<file path="src/hw/rtl/mmc_pkg.sv">
// ----------------------------------------------------------------------------
// mmc_pkg
// Shared widths, MIDI codes, register indexes and types of the metronome
// click generator.
// ----------------------------------------------------------------------------
package mmc_pkg;

    // Field and datapath widths
    localparam int unsigned DELTA_W   = 24;
    localparam int unsigned LEN_W     = 28;
    localparam int unsigned BPB_W     = 6;
    localparam int unsigned DELAY_W   = 24;
    localparam int unsigned POS_W     = 30;  // signed tracker position
    localparam int unsigned POS_MAG_W = 29;  // magnitude of a position
    localparam int unsigned STEP_W    = 5;   // remainder unit step count
    localparam int unsigned SLOT_W    = 2;
    localparam int unsigned ADDR_W    = 4;
    localparam int unsigned DATA_W    = 32;

    // Register indexes (paddr word address)
    localparam logic [1:0] REG_BEAT_LEN = 2'd0;
    localparam logic [1:0] REG_BPB      = 2'd1;
    localparam logic [1:0] REG_DELAY    = 2'd2;

    // Register reset values
    localparam logic [LEN_W-1:0]   BEAT_LEN_RST = 28'd500000;
    localparam logic [BPB_W-1:0]   BPB_RST      = 6'd4;
    localparam logic [DELAY_W-1:0] DELAY_RST    = 24'd0;

    // MIDI codes
    localparam logic [7:0] ST_NOTE_OFF = 8'h89;
    localparam logic [7:0] ST_NOTE_ON  = 8'h99;
    localparam logic [6:0] NOTE_HI     = 7'h38;
    localparam logic [6:0] NOTE_ACCENT = 7'h51;
    localparam logic [6:0] NOTE_LO     = 7'h32;
    localparam logic [6:0] NOTE_CLAVE  = 7'h25;
    localparam logic [6:0] VEL_FULL    = 7'h7F;

    // Lamp colors
    localparam logic [1:0] LAMP_DARK  = 2'd0;
    localparam logic [1:0] LAMP_RED   = 2'd1;
    localparam logic [1:0] LAMP_GREEN = 2'd2;

    // Beat seen by a tracker on one tick
    typedef enum logic [1:0] {
        BEAT_NONE   = 2'd0,
        BEAT_STRONG = 2'd1,
        BEAT_WEAK   = 2'd2
    } t_beat;

    // Result sequence produced for one tick
    typedef enum logic [1:0] {
        K_EMPTY  = 2'd0,
        K_STOP   = 2'd1,
        K_STRONG = 2'd2,
        K_WEAK   = 2'd3
    } t_kind;

    // One outgoing result, lamp excluded
    typedef struct packed {
        logic       event_valid;
        logic [7:0] status;
        logic [6:0] note;
        logic [6:0] velocity;
        logic       last;
    } t_msg;

endpackage

</file>
<file path="src/hw/rtl/mmc_rem_unit.sv">
// ----------------------------------------------------------------------------
// mmc_rem_unit
// Restoring remainder unit: one dividend bit per cycle, MSB first. The
// dividend arrives left-aligned; the step count says how many bits to take.
// ----------------------------------------------------------------------------
module mmc_rem_unit (
    input  logic                               i_clk,
    input  logic                               i_rst_n,
    input  logic                               i_start,
    input  logic [mmc_pkg::POS_MAG_W-1:0]      i_dividend,
    input  logic [mmc_pkg::LEN_W-1:0]          i_divisor,
    input  logic [mmc_pkg::STEP_W-1:0]         i_steps,
    output logic                               o_done,
    output logic [mmc_pkg::LEN_W-1:0]          o_rem
);

    logic                              r_busy, n_busy;
    logic                              r_done, n_done;
    logic [mmc_pkg::STEP_W-1:0]        r_cnt, n_cnt;
    logic [mmc_pkg::POS_MAG_W-1:0]     r_d, n_d;
    logic [mmc_pkg::LEN_W-1:0]         r_r, n_r;
    logic [mmc_pkg::LEN_W-1:0]         r_v, n_v;
    logic [mmc_pkg::LEN_W:0]           trial;

    // Shift in the next dividend bit and subtract when it fits
    always_comb begin
        n_busy = r_busy;
        n_done = 1'b0;
        n_cnt  = r_cnt;
        n_d    = r_d;
        n_r    = r_r;
        n_v    = r_v;
        trial  = {r_r, r_d[mmc_pkg::POS_MAG_W-1]};
        if (i_start) begin
            n_busy = 1'b1;
            n_cnt  = i_steps;
            n_d    = i_dividend;
            n_r    = '0;
            n_v    = i_divisor;
        end else if (r_busy) begin
            if (trial >= {1'b0, r_v}) begin
                n_r = mmc_pkg::LEN_W'(trial - {1'b0, r_v});
            end else begin
                n_r = trial[mmc_pkg::LEN_W-1:0];
            end
            n_d   = {r_d[mmc_pkg::POS_MAG_W-2:0], 1'b0};
            n_cnt = r_cnt - 1'b1;
            if (r_cnt == mmc_pkg::STEP_W'(1)) begin
                n_busy = 1'b0;
                n_done = 1'b1;
            end
        end
    end

    always_ff @(posedge i_clk) begin
        if (!i_rst_n) begin
            r_busy <= 1'b0;
            r_done <= 1'b0;
            r_cnt  <= '0;
        end else begin
            r_busy <= n_busy;
            r_done <= n_done;
            r_cnt  <= n_cnt;
        end
        r_d <= n_d;
        r_r <= n_r;
        r_v <= n_v;
    end

    assign o_done = r_done;
    assign o_rem  = r_r;

endmodule

</file>
<file path="src/hw/rtl/mmc_msg_sel.sv">
// ----------------------------------------------------------------------------
// mmc_msg_sel
// Message table: maps a tick's result sequence and the slot within it to the
// MIDI bytes and the end-of-sequence flag.
// ----------------------------------------------------------------------------
module mmc_msg_sel (
    input  mmc_pkg::t_kind                 i_kind,
    input  logic [mmc_pkg::SLOT_W-1:0]     i_slot,
    output mmc_pkg::t_msg                  o_msg
);

    // Build a note message
    function automatic mmc_pkg::t_msg note_msg(input logic [7:0] st,
                                               input logic [6:0] nt,
                                               input logic       lst);
        mmc_pkg::t_msg m;
        m.event_valid = 1'b1;
        m.status      = st;
        m.note        = nt;
        m.velocity    = mmc_pkg::VEL_FULL;
        m.last        = lst;
        return m;
    endfunction

    always_comb begin
        o_msg      = '0;
        o_msg.last = 1'b1;
        case (i_kind)
            mmc_pkg::K_STOP: begin
                case (i_slot)
                    2'd0:    o_msg = note_msg(mmc_pkg::ST_NOTE_OFF, mmc_pkg::NOTE_CLAVE, 1'b0);
                    2'd1:    o_msg = note_msg(mmc_pkg::ST_NOTE_OFF, mmc_pkg::NOTE_ACCENT, 1'b0);
                    default: o_msg = note_msg(mmc_pkg::ST_NOTE_OFF, mmc_pkg::NOTE_HI, 1'b1);
                endcase
            end
            mmc_pkg::K_STRONG: begin
                case (i_slot)
                    2'd0:    o_msg = note_msg(mmc_pkg::ST_NOTE_OFF, mmc_pkg::NOTE_HI, 1'b0);
                    2'd1:    o_msg = note_msg(mmc_pkg::ST_NOTE_OFF, mmc_pkg::NOTE_ACCENT, 1'b0);
                    default: o_msg = note_msg(mmc_pkg::ST_NOTE_ON, mmc_pkg::NOTE_ACCENT, 1'b1);
                endcase
            end
            mmc_pkg::K_WEAK: begin
                case (i_slot)
                    2'd0:    o_msg = note_msg(mmc_pkg::ST_NOTE_OFF, mmc_pkg::NOTE_LO, 1'b0);
                    default: o_msg = note_msg(mmc_pkg::ST_NOTE_ON, mmc_pkg::NOTE_LO, 1'b1);
                endcase
            end
            default: begin
                o_msg      = '0;
                o_msg.last = 1'b1;
            end
        endcase
    end

endmodule

</file>
<file path="src/hw/rtl/midi_metronome_click_generator.sv">
// ----------------------------------------------------------------------------
// midi_metronome_click_generator
// Free-running metronome: lamp and click beat trackers advanced by tick beats,
// MIDI click messages out, one shared remainder unit under a small sequencer.
//
// Channel   Direction  Handshake            Payload
// tick      in         i_valid / o_ready    i_delta_us, i_run
// result    out        o_valid / i_ready    o_event_valid, o_midi_status,
//                                           o_midi_note, o_midi_velocity,
//                                           o_lamp_color, o_last
// config    in         APB psel/penable     paddr, pwdata, prdata, pready
//
// A running tick adds the delta to each tracker in S_ADD; a tracker that fires
// also runs the bit-serial remainder unit in S_POSDIV and S_IDXDIV. S_LAMP then
// sets the lamp and the click kind before the results.
// A zero-delta or stopped tick goes straight to its results.
// Each result then holds as long as i_ready stays low.
// o_ready is high only while no tick is in work. Reset is synchronous, active
// low, and resets the configuration registers and trackers.
// ----------------------------------------------------------------------------
module midi_metronome_click_generator #(
    parameter int unsigned MAX_BEATS_PER_BAR = 32
) (
    input  logic                              i_clk,
    input  logic                              i_rst_n,
    // tick channel
    input  logic                              i_valid,
    output logic                              o_ready,
    input  logic [mmc_pkg::DELTA_W-1:0]       i_delta_us,
    input  logic                              i_run,
    // result channel
    output logic                              o_valid,
    input  logic                              i_ready,
    output logic                              o_event_valid,
    output logic [7:0]                        o_midi_status,
    output logic [6:0]                        o_midi_note,
    output logic [6:0]                        o_midi_velocity,
    output logic [1:0]                        o_lamp_color,
    output logic                              o_last,
    // configuration port
    input  logic                              psel,
    input  logic                              penable,
    input  logic                              pwrite,
    input  logic [mmc_pkg::ADDR_W-1:0]        paddr,
    input  logic [mmc_pkg::DATA_W-1:0]        pwdata,
    output logic [mmc_pkg::DATA_W-1:0]        prdata,
    output logic                              pready
);

    localparam int unsigned IDXW = $clog2(MAX_BEATS_PER_BAR);
    localparam int unsigned BW   = IDXW + 1;

    typedef enum logic [5:0] {
        S_IDLE   = 6'b000001,
        S_ADD    = 6'b000010,
        S_POSDIV = 6'b000100,
        S_IDXDIV = 6'b001000,
        S_LAMP   = 6'b010000,
        S_EMIT   = 6'b100000
    } t_state;

    // Registers
    t_state                              r_state, n_state;
    logic [mmc_pkg::LEN_W-1:0]           r_len, n_len;
    logic [mmc_pkg::BPB_W-1:0]           r_bpb, n_bpb;
    logic [mmc_pkg::DELAY_W-1:0]         r_delay, n_delay;
    logic signed [mmc_pkg::POS_W-1:0]    r_lamp_pos, n_lamp_pos;
    logic [IDXW-1:0]                     r_lamp_idx, n_lamp_idx;
    logic                                r_lamp_first, n_lamp_first;
    logic signed [mmc_pkg::POS_W-1:0]    r_click_pos, n_click_pos;
    logic [IDXW-1:0]                     r_click_idx, n_click_idx;
    logic                                r_click_first, n_click_first;
    logic                                r_playing, n_playing;
    logic [1:0]                          r_lamp, n_lamp;
    mmc_pkg::t_kind                      r_kind, n_kind;
    logic [mmc_pkg::SLOT_W-1:0]          r_slot, n_slot;
    logic [mmc_pkg::DELTA_W-1:0]         r_delta, n_delta;
    logic                                r_sel, n_sel;
    logic                                r_neg, n_neg;
    mmc_pkg::t_beat                      r_lamp_ev, n_lamp_ev;
    mmc_pkg::t_beat                      r_click_ev, n_click_ev;

    // Combinational
    logic                                in_acc;
    logic                                cfg_we;
    logic [mmc_pkg::LEN_W-1:0]           len_eff;
    logic [BW-1:0]                       bpb_eff;
    logic signed [mmc_pkg::POS_W-1:0]    cur_pos;
    logic [IDXW-1:0]                     cur_idx;
    logic                                cur_first;
    logic signed [mmc_pkg::POS_W-1:0]    sum;
    logic [mmc_pkg::POS_W-1:0]           sum_abs;
    logic                                fire;
    logic signed [mmc_pkg::POS_W-1:0]    rem_pos;
    logic [BW-1:0]                       idx_inc;
    logic                                lamp_quarter;
    logic                                div_start;
    logic [mmc_pkg::POS_MAG_W-1:0]       div_dividend;
    logic [mmc_pkg::LEN_W-1:0]           div_divisor;
    logic [mmc_pkg::STEP_W-1:0]          div_steps;
    logic                                div_done;
    logic [mmc_pkg::LEN_W-1:0]           div_rem;
    mmc_pkg::t_msg                       msg;

    mmc_rem_unit u_rem (
        .i_clk      (i_clk),
        .i_rst_n    (i_rst_n),
        .i_start    (div_start),
        .i_dividend (div_dividend),
        .i_divisor  (div_divisor),
        .i_steps    (div_steps),
        .o_done     (div_done),
        .o_rem      (div_rem)
    );

    mmc_msg_sel u_msg (
        .i_kind (r_kind),
        .i_slot (r_slot),
        .o_msg  (msg)
    );

    assign in_acc = i_valid && o_ready;
    assign cfg_we = psel && penable && pwrite && pready;

    // Clamp beat length and beats per bar to usable values
    always_comb begin
        len_eff = (r_len == '0) ? mmc_pkg::LEN_W'(1) : r_len;
        if (r_bpb == '0) begin
            bpb_eff = BW'(1);
        end else if (7'(r_bpb) > 7'(MAX_BEATS_PER_BAR)) begin
            bpb_eff = BW'(MAX_BEATS_PER_BAR);
        end else begin
            bpb_eff = BW'(r_bpb);
        end
    end

    // Datapath of the tracker in work
    always_comb begin
        cur_pos   = r_sel ? r_click_pos : r_lamp_pos;
        cur_idx   = r_sel ? r_click_idx : r_lamp_idx;
        cur_first = r_sel ? r_click_first : r_lamp_first;
        sum       = cur_pos + $signed({{(mmc_pkg::POS_W - mmc_pkg::DELTA_W){1'b0}}, r_delta});
        sum_abs   = sum[mmc_pkg::POS_W-1] ? mmc_pkg::POS_W'(-sum) : sum;
        fire      = cur_first ||
                    (sum >= $signed({{(mmc_pkg::POS_W - mmc_pkg::LEN_W){1'b0}}, len_eff}));
        rem_pos   = $signed({{(mmc_pkg::POS_W - mmc_pkg::LEN_W){1'b0}}, div_rem});
        if (r_neg) begin
            rem_pos = -rem_pos;
        end
        idx_inc      = {1'b0, cur_idx} + BW'(1);
        lamp_quarter = !r_lamp_pos[mmc_pkg::POS_W-1] &&
                       ({r_lamp_pos[mmc_pkg::POS_MAG_W-1:0], 2'b00} >=
                        (mmc_pkg::POS_MAG_W + 2)'(len_eff));
    end

    // Sequencer and state update
    always_comb begin
        n_state       = r_state;
        n_len         = r_len;
        n_bpb         = r_bpb;
        n_delay       = r_delay;
        n_lamp_pos    = r_lamp_pos;
        n_lamp_idx    = r_lamp_idx;
        n_lamp_first  = r_lamp_first;
        n_click_pos   = r_click_pos;
        n_click_idx   = r_click_idx;
        n_click_first = r_click_first;
        n_playing     = r_playing;
        n_lamp        = r_lamp;
        n_kind        = r_kind;
        n_slot        = r_slot;
        n_delta       = r_delta;
        n_sel         = r_sel;
        n_neg         = r_neg;
        n_lamp_ev     = r_lamp_ev;
        n_click_ev    = r_click_ev;
        div_start     = 1'b0;
        div_dividend  = sum_abs[mmc_pkg::POS_MAG_W-1:0];
        div_divisor   = len_eff;
        div_steps     = mmc_pkg::STEP_W'(mmc_pkg::POS_MAG_W);

        case (r_state)
            S_IDLE: begin
                if (in_acc) begin
                    n_slot = '0;
                    n_kind = mmc_pkg::K_EMPTY;
                    if (i_delta_us == '0) begin
                        n_state = S_EMIT;
                    end else if (!i_run) begin
                        // Stop: rewind both trackers and silence the clicks
                        if (r_playing) begin
                            n_lamp_pos    = -$signed({{(mmc_pkg::POS_W - mmc_pkg::DELAY_W){1'b0}},
                                                      r_delay});
                            n_lamp_idx    = '0;
                            n_lamp_first  = 1'b1;
                            n_click_pos   = '0;
                            n_click_idx   = '0;
                            n_click_first = 1'b1;
                            n_playing     = 1'b0;
                            n_lamp        = mmc_pkg::LAMP_DARK;
                            n_kind        = mmc_pkg::K_STOP;
                        end
                        n_state = S_EMIT;
                    end else begin
                        n_playing = 1'b1;
                        n_delta   = i_delta_us;
                        n_sel     = 1'b0;
                        n_state   = S_ADD;
                    end
                end
            end

            S_ADD: begin
                if (fire) begin
                    n_neg     = sum[mmc_pkg::POS_W-1];
                    div_start = 1'b1;
                    n_state   = S_POSDIV;
                end else begin
                    if (r_sel) begin
                        n_click_pos = sum;
                        n_click_ev  = mmc_pkg::BEAT_NONE;
                        n_state     = S_LAMP;
                    end else begin
                        n_lamp_pos = sum;
                        n_lamp_ev  = mmc_pkg::BEAT_NONE;
                        n_sel      = 1'b1;
                        n_state    = S_ADD;
                    end
                end
            end

            S_POSDIV: begin
                // Take the position remainder, then wrap the beat index
                if (div_done) begin
                    div_start    = 1'b1;
                    div_dividend = {idx_inc, {(mmc_pkg::POS_MAG_W - BW){1'b0}}};
                    div_divisor  = mmc_pkg::LEN_W'(bpb_eff);
                    div_steps    = mmc_pkg::STEP_W'(BW);
                    if (r_sel) begin
                        n_click_pos   = rem_pos;
                        n_click_first = 1'b0;
                        n_click_ev    = (cur_idx == '0) ? mmc_pkg::BEAT_STRONG
                                                        : mmc_pkg::BEAT_WEAK;
                    end else begin
                        n_lamp_pos   = rem_pos;
                        n_lamp_first = 1'b0;
                        n_lamp_ev    = (cur_idx == '0) ? mmc_pkg::BEAT_STRONG
                                                       : mmc_pkg::BEAT_WEAK;
                    end
                    n_state = S_IDXDIV;
                end
            end

            S_IDXDIV: begin
                if (div_done) begin
                    if (r_sel) begin
                        n_click_idx = div_rem[IDXW-1:0];
                        n_state     = S_LAMP;
                    end else begin
                        n_lamp_idx = div_rem[IDXW-1:0];
                        n_sel      = 1'b1;
                        n_state    = S_ADD;
                    end
                end
            end

            S_LAMP: begin
                // Light on a beat, go dark after a quarter beat
                case (r_lamp_ev)
                    mmc_pkg::BEAT_STRONG: n_lamp = mmc_pkg::LAMP_RED;
                    mmc_pkg::BEAT_WEAK:   n_lamp = mmc_pkg::LAMP_GREEN;
                    default: begin
                        if (lamp_quarter) begin
                            n_lamp = mmc_pkg::LAMP_DARK;
                        end
                    end
                endcase
                case (r_click_ev)
                    mmc_pkg::BEAT_STRONG: n_kind = mmc_pkg::K_STRONG;
                    mmc_pkg::BEAT_WEAK:   n_kind = mmc_pkg::K_WEAK;
                    default:              n_kind = mmc_pkg::K_EMPTY;
                endcase
                n_slot  = '0;
                n_state = S_EMIT;
            end

            S_EMIT: begin
                // Advance through the results of this tick
                if (i_ready) begin
                    if (msg.last) begin
                        n_state = S_IDLE;
                    end else begin
                        n_slot = r_slot + 1'b1;
                    end
                end
            end

            default: begin
                n_state = S_IDLE;
            end
        endcase

        // Register writes; the lamp delay reloads the lamp tracker while stopped
        if (cfg_we) begin
            case (paddr[3:2])
                mmc_pkg::REG_BEAT_LEN: n_len = pwdata[mmc_pkg::LEN_W-1:0];
                mmc_pkg::REG_BPB:      n_bpb = pwdata[mmc_pkg::BPB_W-1:0];
                mmc_pkg::REG_DELAY: begin
                    n_delay = pwdata[mmc_pkg::DELAY_W-1:0];
                    if (!r_playing) begin
                        n_lamp_pos = -$signed({{(mmc_pkg::POS_W - mmc_pkg::DELAY_W){1'b0}},
                                               pwdata[mmc_pkg::DELAY_W-1:0]});
                    end
                end
                default: begin
                end
            endcase
        end
    end

    always_ff @(posedge i_clk) begin
        if (!i_rst_n) begin
            r_state       <= S_IDLE;
            r_len         <= mmc_pkg::BEAT_LEN_RST;
            r_bpb         <= mmc_pkg::BPB_RST;
            r_delay       <= mmc_pkg::DELAY_RST;
            r_lamp_pos    <= -$signed({{(mmc_pkg::POS_W - mmc_pkg::DELAY_W){1'b0}},
                                       mmc_pkg::DELAY_RST});
            r_lamp_idx    <= '0;
            r_lamp_first  <= 1'b1;
            r_click_pos   <= '0;
            r_click_idx   <= '0;
            r_click_first <= 1'b1;
            r_playing     <= 1'b0;
            r_lamp        <= mmc_pkg::LAMP_DARK;
            r_kind        <= mmc_pkg::K_EMPTY;
            r_slot        <= '0;
        end else begin
            r_state       <= n_state;
            r_len         <= n_len;
            r_bpb         <= n_bpb;
            r_delay       <= n_delay;
            r_lamp_pos    <= n_lamp_pos;
            r_lamp_idx    <= n_lamp_idx;
            r_lamp_first  <= n_lamp_first;
            r_click_pos   <= n_click_pos;
            r_click_idx   <= n_click_idx;
            r_click_first <= n_click_first;
            r_playing     <= n_playing;
            r_lamp        <= n_lamp;
            r_kind        <= n_kind;
            r_slot        <= n_slot;
        end
        r_delta    <= n_delta;
        r_sel      <= n_sel;
        r_neg      <= n_neg;
        r_lamp_ev  <= n_lamp_ev;
        r_click_ev <= n_click_ev;
    end

    // Register readback
    always_comb begin
        case (paddr[3:2])
            mmc_pkg::REG_BEAT_LEN: prdata = mmc_pkg::DATA_W'(r_len);
            mmc_pkg::REG_BPB:      prdata = mmc_pkg::DATA_W'(r_bpb);
            mmc_pkg::REG_DELAY:    prdata = mmc_pkg::DATA_W'(r_delay);
            default:               prdata = '0;
        endcase
    end

    assign pready          = 1'b1;
    assign o_ready         = (r_state == S_IDLE);
    assign o_valid         = (r_state == S_EMIT);
    assign o_event_valid   = msg.event_valid;
    assign o_midi_status   = msg.status;
    assign o_midi_note     = msg.note;
    assign o_midi_velocity = msg.velocity;
    assign o_lamp_color    = r_lamp;
    assign o_last          = msg.last;

`ifndef ASSERT_OFF
    // A tick is never taken while results are still going out
    a_no_overlap: assert property (@(posedge i_clk) disable iff (!i_rst_n)
        !(o_valid && o_ready))
        else $error("tick accepted while results pending");

    // The final beat of a tick ends the result burst
    a_last_ends: assert property (@(posedge i_clk) disable iff (!i_rst_n)
        (o_valid && i_ready && o_last) |=> (!o_valid && o_ready))
        else $error("results continue after last");

    // The lamp never shows an undefined color
    a_lamp_code: assert property (@(posedge i_clk) disable iff (!i_rst_n)
        o_lamp_color != 2'd3)
        else $error("undefined lamp color");

    // Stopping always rewinds the click tracker
    a_stop_rewind: assert property (@(posedge i_clk) disable iff (!i_rst_n)
        (o_valid && r_kind == mmc_pkg::K_STOP) |-> (r_click_first && !r_playing))
        else $error("stop without tracker rewind");
`endif

endmodule

</file>
<file path="config.mk">
export PLATFORM = sky130hd
export DESIGN_NAME = midi_metronome_click_generator
export DESIGN_NICKNAME = d
export VERILOG_FILES = /design/src/hw/rtl/mmc_pkg.sv /design/src/hw/rtl/mmc_rem_unit.sv /design/src/hw/rtl/mmc_msg_sel.sv /design/src/hw/rtl/midi_metronome_click_generator.sv
export SDC_FILE = /design/constraint.sdc
export NUM_CORES = 1
export LEC_CHECK = 0
export ABC_AREA = 1
export BUFFER_PORTS_ARGS = -buffer_cell sky130_fd_sc_hd__buf_2
export CORE_MARGIN = 2
export CORE_UTILIZATION = 40
export CTS_BUF_LIST = sky130_fd_sc_hd__clkbuf_8
export DETAILED_ROUTE_END_ITERATION = 8
export GPL_TIMING_DRIVEN = 0
export SETUP_SLACK_MARGIN = 0.3
export SKIP_LAST_GASP = 1
export SLEW_MARGIN = 40
export SYNTH_ARGS = -nofsm -noshare
export SYNTH_HDL_FRONTEND = slang
export SYNTH_HIERARCHICAL = 1
export SYNTH_SLANG_ARGS = --single-unit
</file>
<file path="constraint.sdc">
create_clock -name i_clk -period 8.96 [get_ports i_clk]
set_clock_uncertainty 0.1 [all_clocks]
set_input_delay 0 -clock i_clk [delete_from_list [all_inputs] [get_ports i_clk]]
set_output_delay 0 -clock i_clk [all_outputs]
set_load 0.005 [all_outputs]
</file>
* Word level (Yosys, flattened, before mapping)
Index checks and enable logic that the tools add are counted.
** Word-level totals
- Register bits :: 265
- Output and inout bits :: 61
- Word-level logic and storage cells :: 232
** Operators by class
- Add/subtract/negate cells :: 9
- Order comparisons :: 4
- Equal/unequal tests :: 35
- Multiplexer cells :: 117
- Bitwise logic cells :: 3
- Reductions and logical operators :: 39
** Operators by type and width (number)
- $mux W30 :: 21
- $pmux W30 S3 :: 2
- $mux W29 :: 5
- $mux W28 :: 4
- $pmux W28 S3 :: 1
- $mux W5 :: 15
- $pmux W24 S3 :: 1
- $neg A24 Y30 :: 2
- $mux W6 :: 9
- $pmux W20 S2 :: 1
- $mux W2 :: 18
- $pmux W6 S6 :: 1
- $ge A31 B28 Y1 :: 1
- $add A30 B25 Y30 :: 1
- $ge A30 B29 Y1 :: 1
- $neg A28 Y30 :: 1
- $pmux W15 S2 :: 1
- $ge A29 B28 Y1 :: 1
- $neg A29 Y29 :: 1
- $logic_not A28 Y1 :: 1
- $reduce_and A7 Y1 :: 4
- $sub A28 B28 Y28 :: 1
- $logic_not A24 Y1 :: 1
- $mux W1 :: 24
- other kinds (38) :: 89

* Logic depth before layout (Yosys ltp)
- Word-level depth :: 9
- Gate-level depth with buffers :: 40

* Cells and area by module
The synthesis kept the hierarchy.
** By module, submodules not included
- midi_metronome_click_generator :: instances 1, cells each 2549, area an instance 15282.2 sq um, seq. area each 3763.6 sq um
- mmc_rem_unit :: instances 1, cells each 831, area an instance 5835.6 sq um, seq. area each 2412.3 sq um
- mmc_msg_sel :: instances 1, cells each 39, area an instance 211.5 sq um, seq. area each 0.0 sq um

* Worst setup path before layout
No wires, ideal clock.
- Path kind :: register to register
- Start :: register r_sel
- End :: register u_rem/r_d[0] in the netlist's numbering (enable)
- Library setup time :: 0.405 ns
- Arrival :: 6.756 ns
- Setup slack :: 1.699 ns
- Cell stages (with the launch flop) :: 35
- Path buffers :: 8
- Path through :: edfxtp_1 -> buf_4 -> clkbuf_1 -> clkbuf_1 -> clkbuf_1 -> clkbuf_1 -> clkbuf_1 -> nand2_1 -> o21ai_0 -> ha_1 -> nand2_1 -> inv_1 -> nand2_1 -> nand2_1 -> a21oi_1 -> nand3_1 -> nand2_1 -> nand2_1 -> xnor2_1 -> inv_1 -> ha_1 -> nand2_1 -> nor2_1 -> nand3_1 -> nor2_1 -> nor2_1 -> nand2_1 -> nand2_2 -> nand2_2 -> nand2_2 -> nand2_1 -> clkbuf_1 -> nor2_1 -> inv_1 -> buf_1
** Between the ends
- Word-level cells in the longest chain between the ends :: 7
- Elaborated cells on any way between the ends :: 8
- Those cells by class :: 1 x add/sub; 1 x order compare; 4 x mux; 2 x reduce/logical
** RTL lines
- start, declared :: RTL line midi_metronome_click_generator.sv:78 : logic r_sel, n_sel;
- start signal, assigned :: RTL line midi_metronome_click_generator.sv:355 : r_sel <= n_sel;
- $mux W30 :: RTL line midi_metronome_click_generator.sv:139 : cur_pos = r_sel ? r_click_pos : r_lamp_pos;
- $add A30 B25 Y30 :: RTL line midi_metronome_click_generator.sv:142 : sum = cur_pos + $signed({{(mmc_pkg::POS_W - mmc_pkg::DELTA_W){1'b0}}, r_delta});
- $ge A30 B29 Y1 :: RTL line midi_metronome_click_generator.sv:145 : (sum >= $signed({{(mmc_pkg::POS_W - mmc_pkg::LEN_W){1'b0}}, len_eff}));
- $logic_or A1 B1 Y1 * :: RTL line midi_metronome_click_generator.sv:144 : fire = cur_first ||
- $mux W1 * :: RTL line midi_metronome_click_generator.sv:214 : if (fire) begin
- $pmux W1 S2 * :: RTL line midi_metronome_click_generator.sv:182 : case (r_state)
- net div_start :: RTL line midi_metronome_click_generator.sv:97 : logic div_start;
- $reduce_bool A2 Y1 (no source line) *
- end signal, assigned :: RTL line mmc_rem_unit.sv:65 : r_d <= n_d;
- end, declared :: RTL line mmc_rem_unit.sv:20 : logic [mmc_pkg::POS_MAG_W-1:0] r_d, n_d;
Mark *: on every way through the listed nets, which the timed path passes. The rest lies on a longest branch.
A chain may end at the register's enable or synchronous reset.

* Worst setup path after layout
- Start :: register r_sel
- End :: register u_rem/r_d[22] in the netlist's numbering (enable)
The elaborated chain is that of the path after synthesis.

==> out/qor.csv <==
metric;value;unit
clock_tree.buffer_depth;3;
dr.pass1.iters;8;
slew_violations;0;
worstPathArrival;8.52;ns
fmax;121;MHz
ant_nets;0;
avgRoutedWirePerCell;20.9;microns
hold_viol;0;
start_kind;flip-flop;
cts_num_sinks;265;
path_max_fanout;30;
p_leak;12.2;nW
gr-total-overflow;0;
rows;84;
grt_max_degree;31;
die_w;235;microns
synth_area_leader_cell;dfxtp_1;
critical_path_required;9.21;ns
yosysMostFrequentCell;nand2_1;
dominantRegCellSynth;dfxtp_1;
synth_cells;3419;
root_buffer;clkbuf_8;
r2r_cells;37;
path_clk_slew;0.07;ns
reg2reg_setup_slack;0.70;ns
synth_edf_count;87;
tightestPinTransition;0.992;ns
ys_seq_elements;265;
numCtsBuffers;51;
cp-endpoint;u_rem/r_d[22]$_DFFE_PP_;
syn2layout_area_growth;17.0;%
holdCritPathClass;input pin to flip-flop;
grt_first_pass_wirelength;136;mm
drive_gt1_frac;0.0797;
stdcell_area;24900;sq um
worst-path-stages;37;
synth-seq-area-share;0.290;
r2r_start;r_sel$_DFFE_PP_;
gp_congestion;1.04;
syn_area;21300;sq um
cp-end-kind;flip-flop;
synthArstFlopShare;0;
hpwl;73.7;mm
cp_num_buf_inv;11;
cap_violations;0;
fin_crit;8.26;ns
finalCritPeriodShare;0.922;
route.vias.total;23913;
outcome;complete, no violations;
dr.first_iter.drc_count;2583;
grt_pass1_vias;21787;
cts_tree;yes;
die_h;235;microns
cpPeakStageDelay;0.51;ns
finalSetupViolations;0;
powerDensity;208;nW/um^2
crit_start;r_sel$_DFFE_PP_;
power.total;5.20;mW
path_delay_family;buffers and inverters;
final_cells;4418;
dp.cells;4230;
clk_latency;0.69;ns
postCtsSetupBuffers;0;
routed_via_density;5.41;
io_buffers;113;
synth_warnings;6;
ys_types;58;
critPathKind;flip-flop to flip-flop;
avgSynthCellArea;6.24;sq um
drc_errors;0;
antenna_found_initial;3;
nNetsFinal;3867;
slew_headroom;0.333;
irDropWorstVdd;158;uV
rsz0062_at_grt;false;
cp_slowest_cell;edfxtp_1;
synth_area_leaders;dfxtp_1 (17%), nand2_1 (15%), edfxtp_1 (12%);
dpl_cell_area;22900;sq um
synth_top_cell_area_share;0.167;
cpMostUsedCell;nand2_1;
dieArea;55200;sq um
wl;92.5;mm
initial_core_util;0.405;
grt.total_usage;0.324;
rr_endpoint;u_rem/r_d[22]$_DFFE_PP_;
core_area;52700;sq um
yosys-top-cells-count;nand2_1 (871), inv_1 (518), nor2_1 (346), nand3_1 (254), o21ai_0 (254);
io_pins;129;
cts-htree-levels;2;
cell families (layout without fill, tap and decap cells):
logic type      Yosys count  after routing  synth area share
fa+ha+maj               113            113            0.0670
xor+xnor                 74             74            0.0307
simple gates           1630           1630             0.321
other cells               3             13          0.000528
flops                   265            265             0.290
buf+inv                 677            978             0.125
compound gates          657            657             0.166
through the flow:
step / util / TNS (ns) / setup WS [ns] / hold WS (ns)
3_3_place_gp: 0.433 / -94.92 / -1.86 / 0.0916
4_1_cts: 0.473 / 0 / 0.387 / 0.00164
5_1_grt: 0.474 / 0 / 0.338 / 0.0504
6_report: 0.474 / 0 / 0.697 / 0.0444
2_1_floorplan: - / 0 / 1.70 / -0.00113
3_5_place_dp: 0.435 / -17.56 / -0.445 / 0.0954
sequential cells by signal, indices dropped and copies added, names as in the netlist, 5 cells and up:
signal       flops
u_rem/r_cnt      5
r_delta         24
r_delay         24
u_rem/r_d       29
r_click_pos     30
r_state          6
r_click_idx      5
r_lamp_pos      30
r_len           28
r_bpb            6
r_lamp_idx       5
u_rem/r_v       28
u_rem/o_rem     28
per-layer routing:
| layer | wire length, microns | GRT usage | up-vias |
|---|---|---|---|
| met2 | 40000 | 0.507 | 1161 |
| met3 | 7690 | 0.0482 | 269 |
| li1 | - | - | 11676 |
| met5 | 16 | 0 | - |
| met1 | 38400 | 0.423 | 10805 |
| met4 | 6410 | 0.191 | 2 |
power by group:
group / switching [mW] / total (mW) / internal [mW]
logic: 1.67 / 2.38 / 0.709
clock network: 0.614 / 1.33 / 0.717
registers: 0.110 / 1.48 / 1.38
worst min path at each step:
stage | start | end | depth (start not counted)
final | pwdata[25] | r_len[25]$_SDFFE_PN0P_ | 4
after global placement | i_delta_us[10] | r_delta[10]$_DFFE_PP_ | 1
after global routing | pwdata[5] | r_len[5]$_SDFFE_PN1P_ | 4
after floorplan | i_delta_us[0] | r_delta[0]$_DFFE_PP_ | 0
after CTS | pwdata[5] | r_len[5]$_SDFFE_PN1P_ | 4
after detailed placement | i_delta_us[3] | r_delta[3]$_DFFE_PP_ | 1
cells in the final DEF (no fill, tap or decap), types with 111 or more instances in the layout:
cell	instances
a21oi_1	239
nor2_1	342
buf_2	123
inv_1	536
o21ai_0	250
dfxtp_1	178
nand2_1	870
ha_1	111
nand3_1	254
tightest hold or removal path, stage by stage:
cell	delay, ns
dlygate4sd3_1	0.52
buf_2	0.09
o21ai_0	0.07
a21oi_1	0.11
final cells by class:
class,count,area [sq um]
timing repair buffer,208,1540
clock buffer,58,798
fill,5668,27700
tap,688,861
buffer,141,668
clock inverter,36,285
sequential,265,6180
multi-input combinational,2484,12600
inverter,535,2010
antenna,3,7.51
repair_timing:
item	4_1_cts	5_1_grt
hold buffers	92	0
hold endpoints to repair	154	0
endpoints found under the setup margin	92	79
resized for setup	5	9
Power figures use the tool's default switching activity.
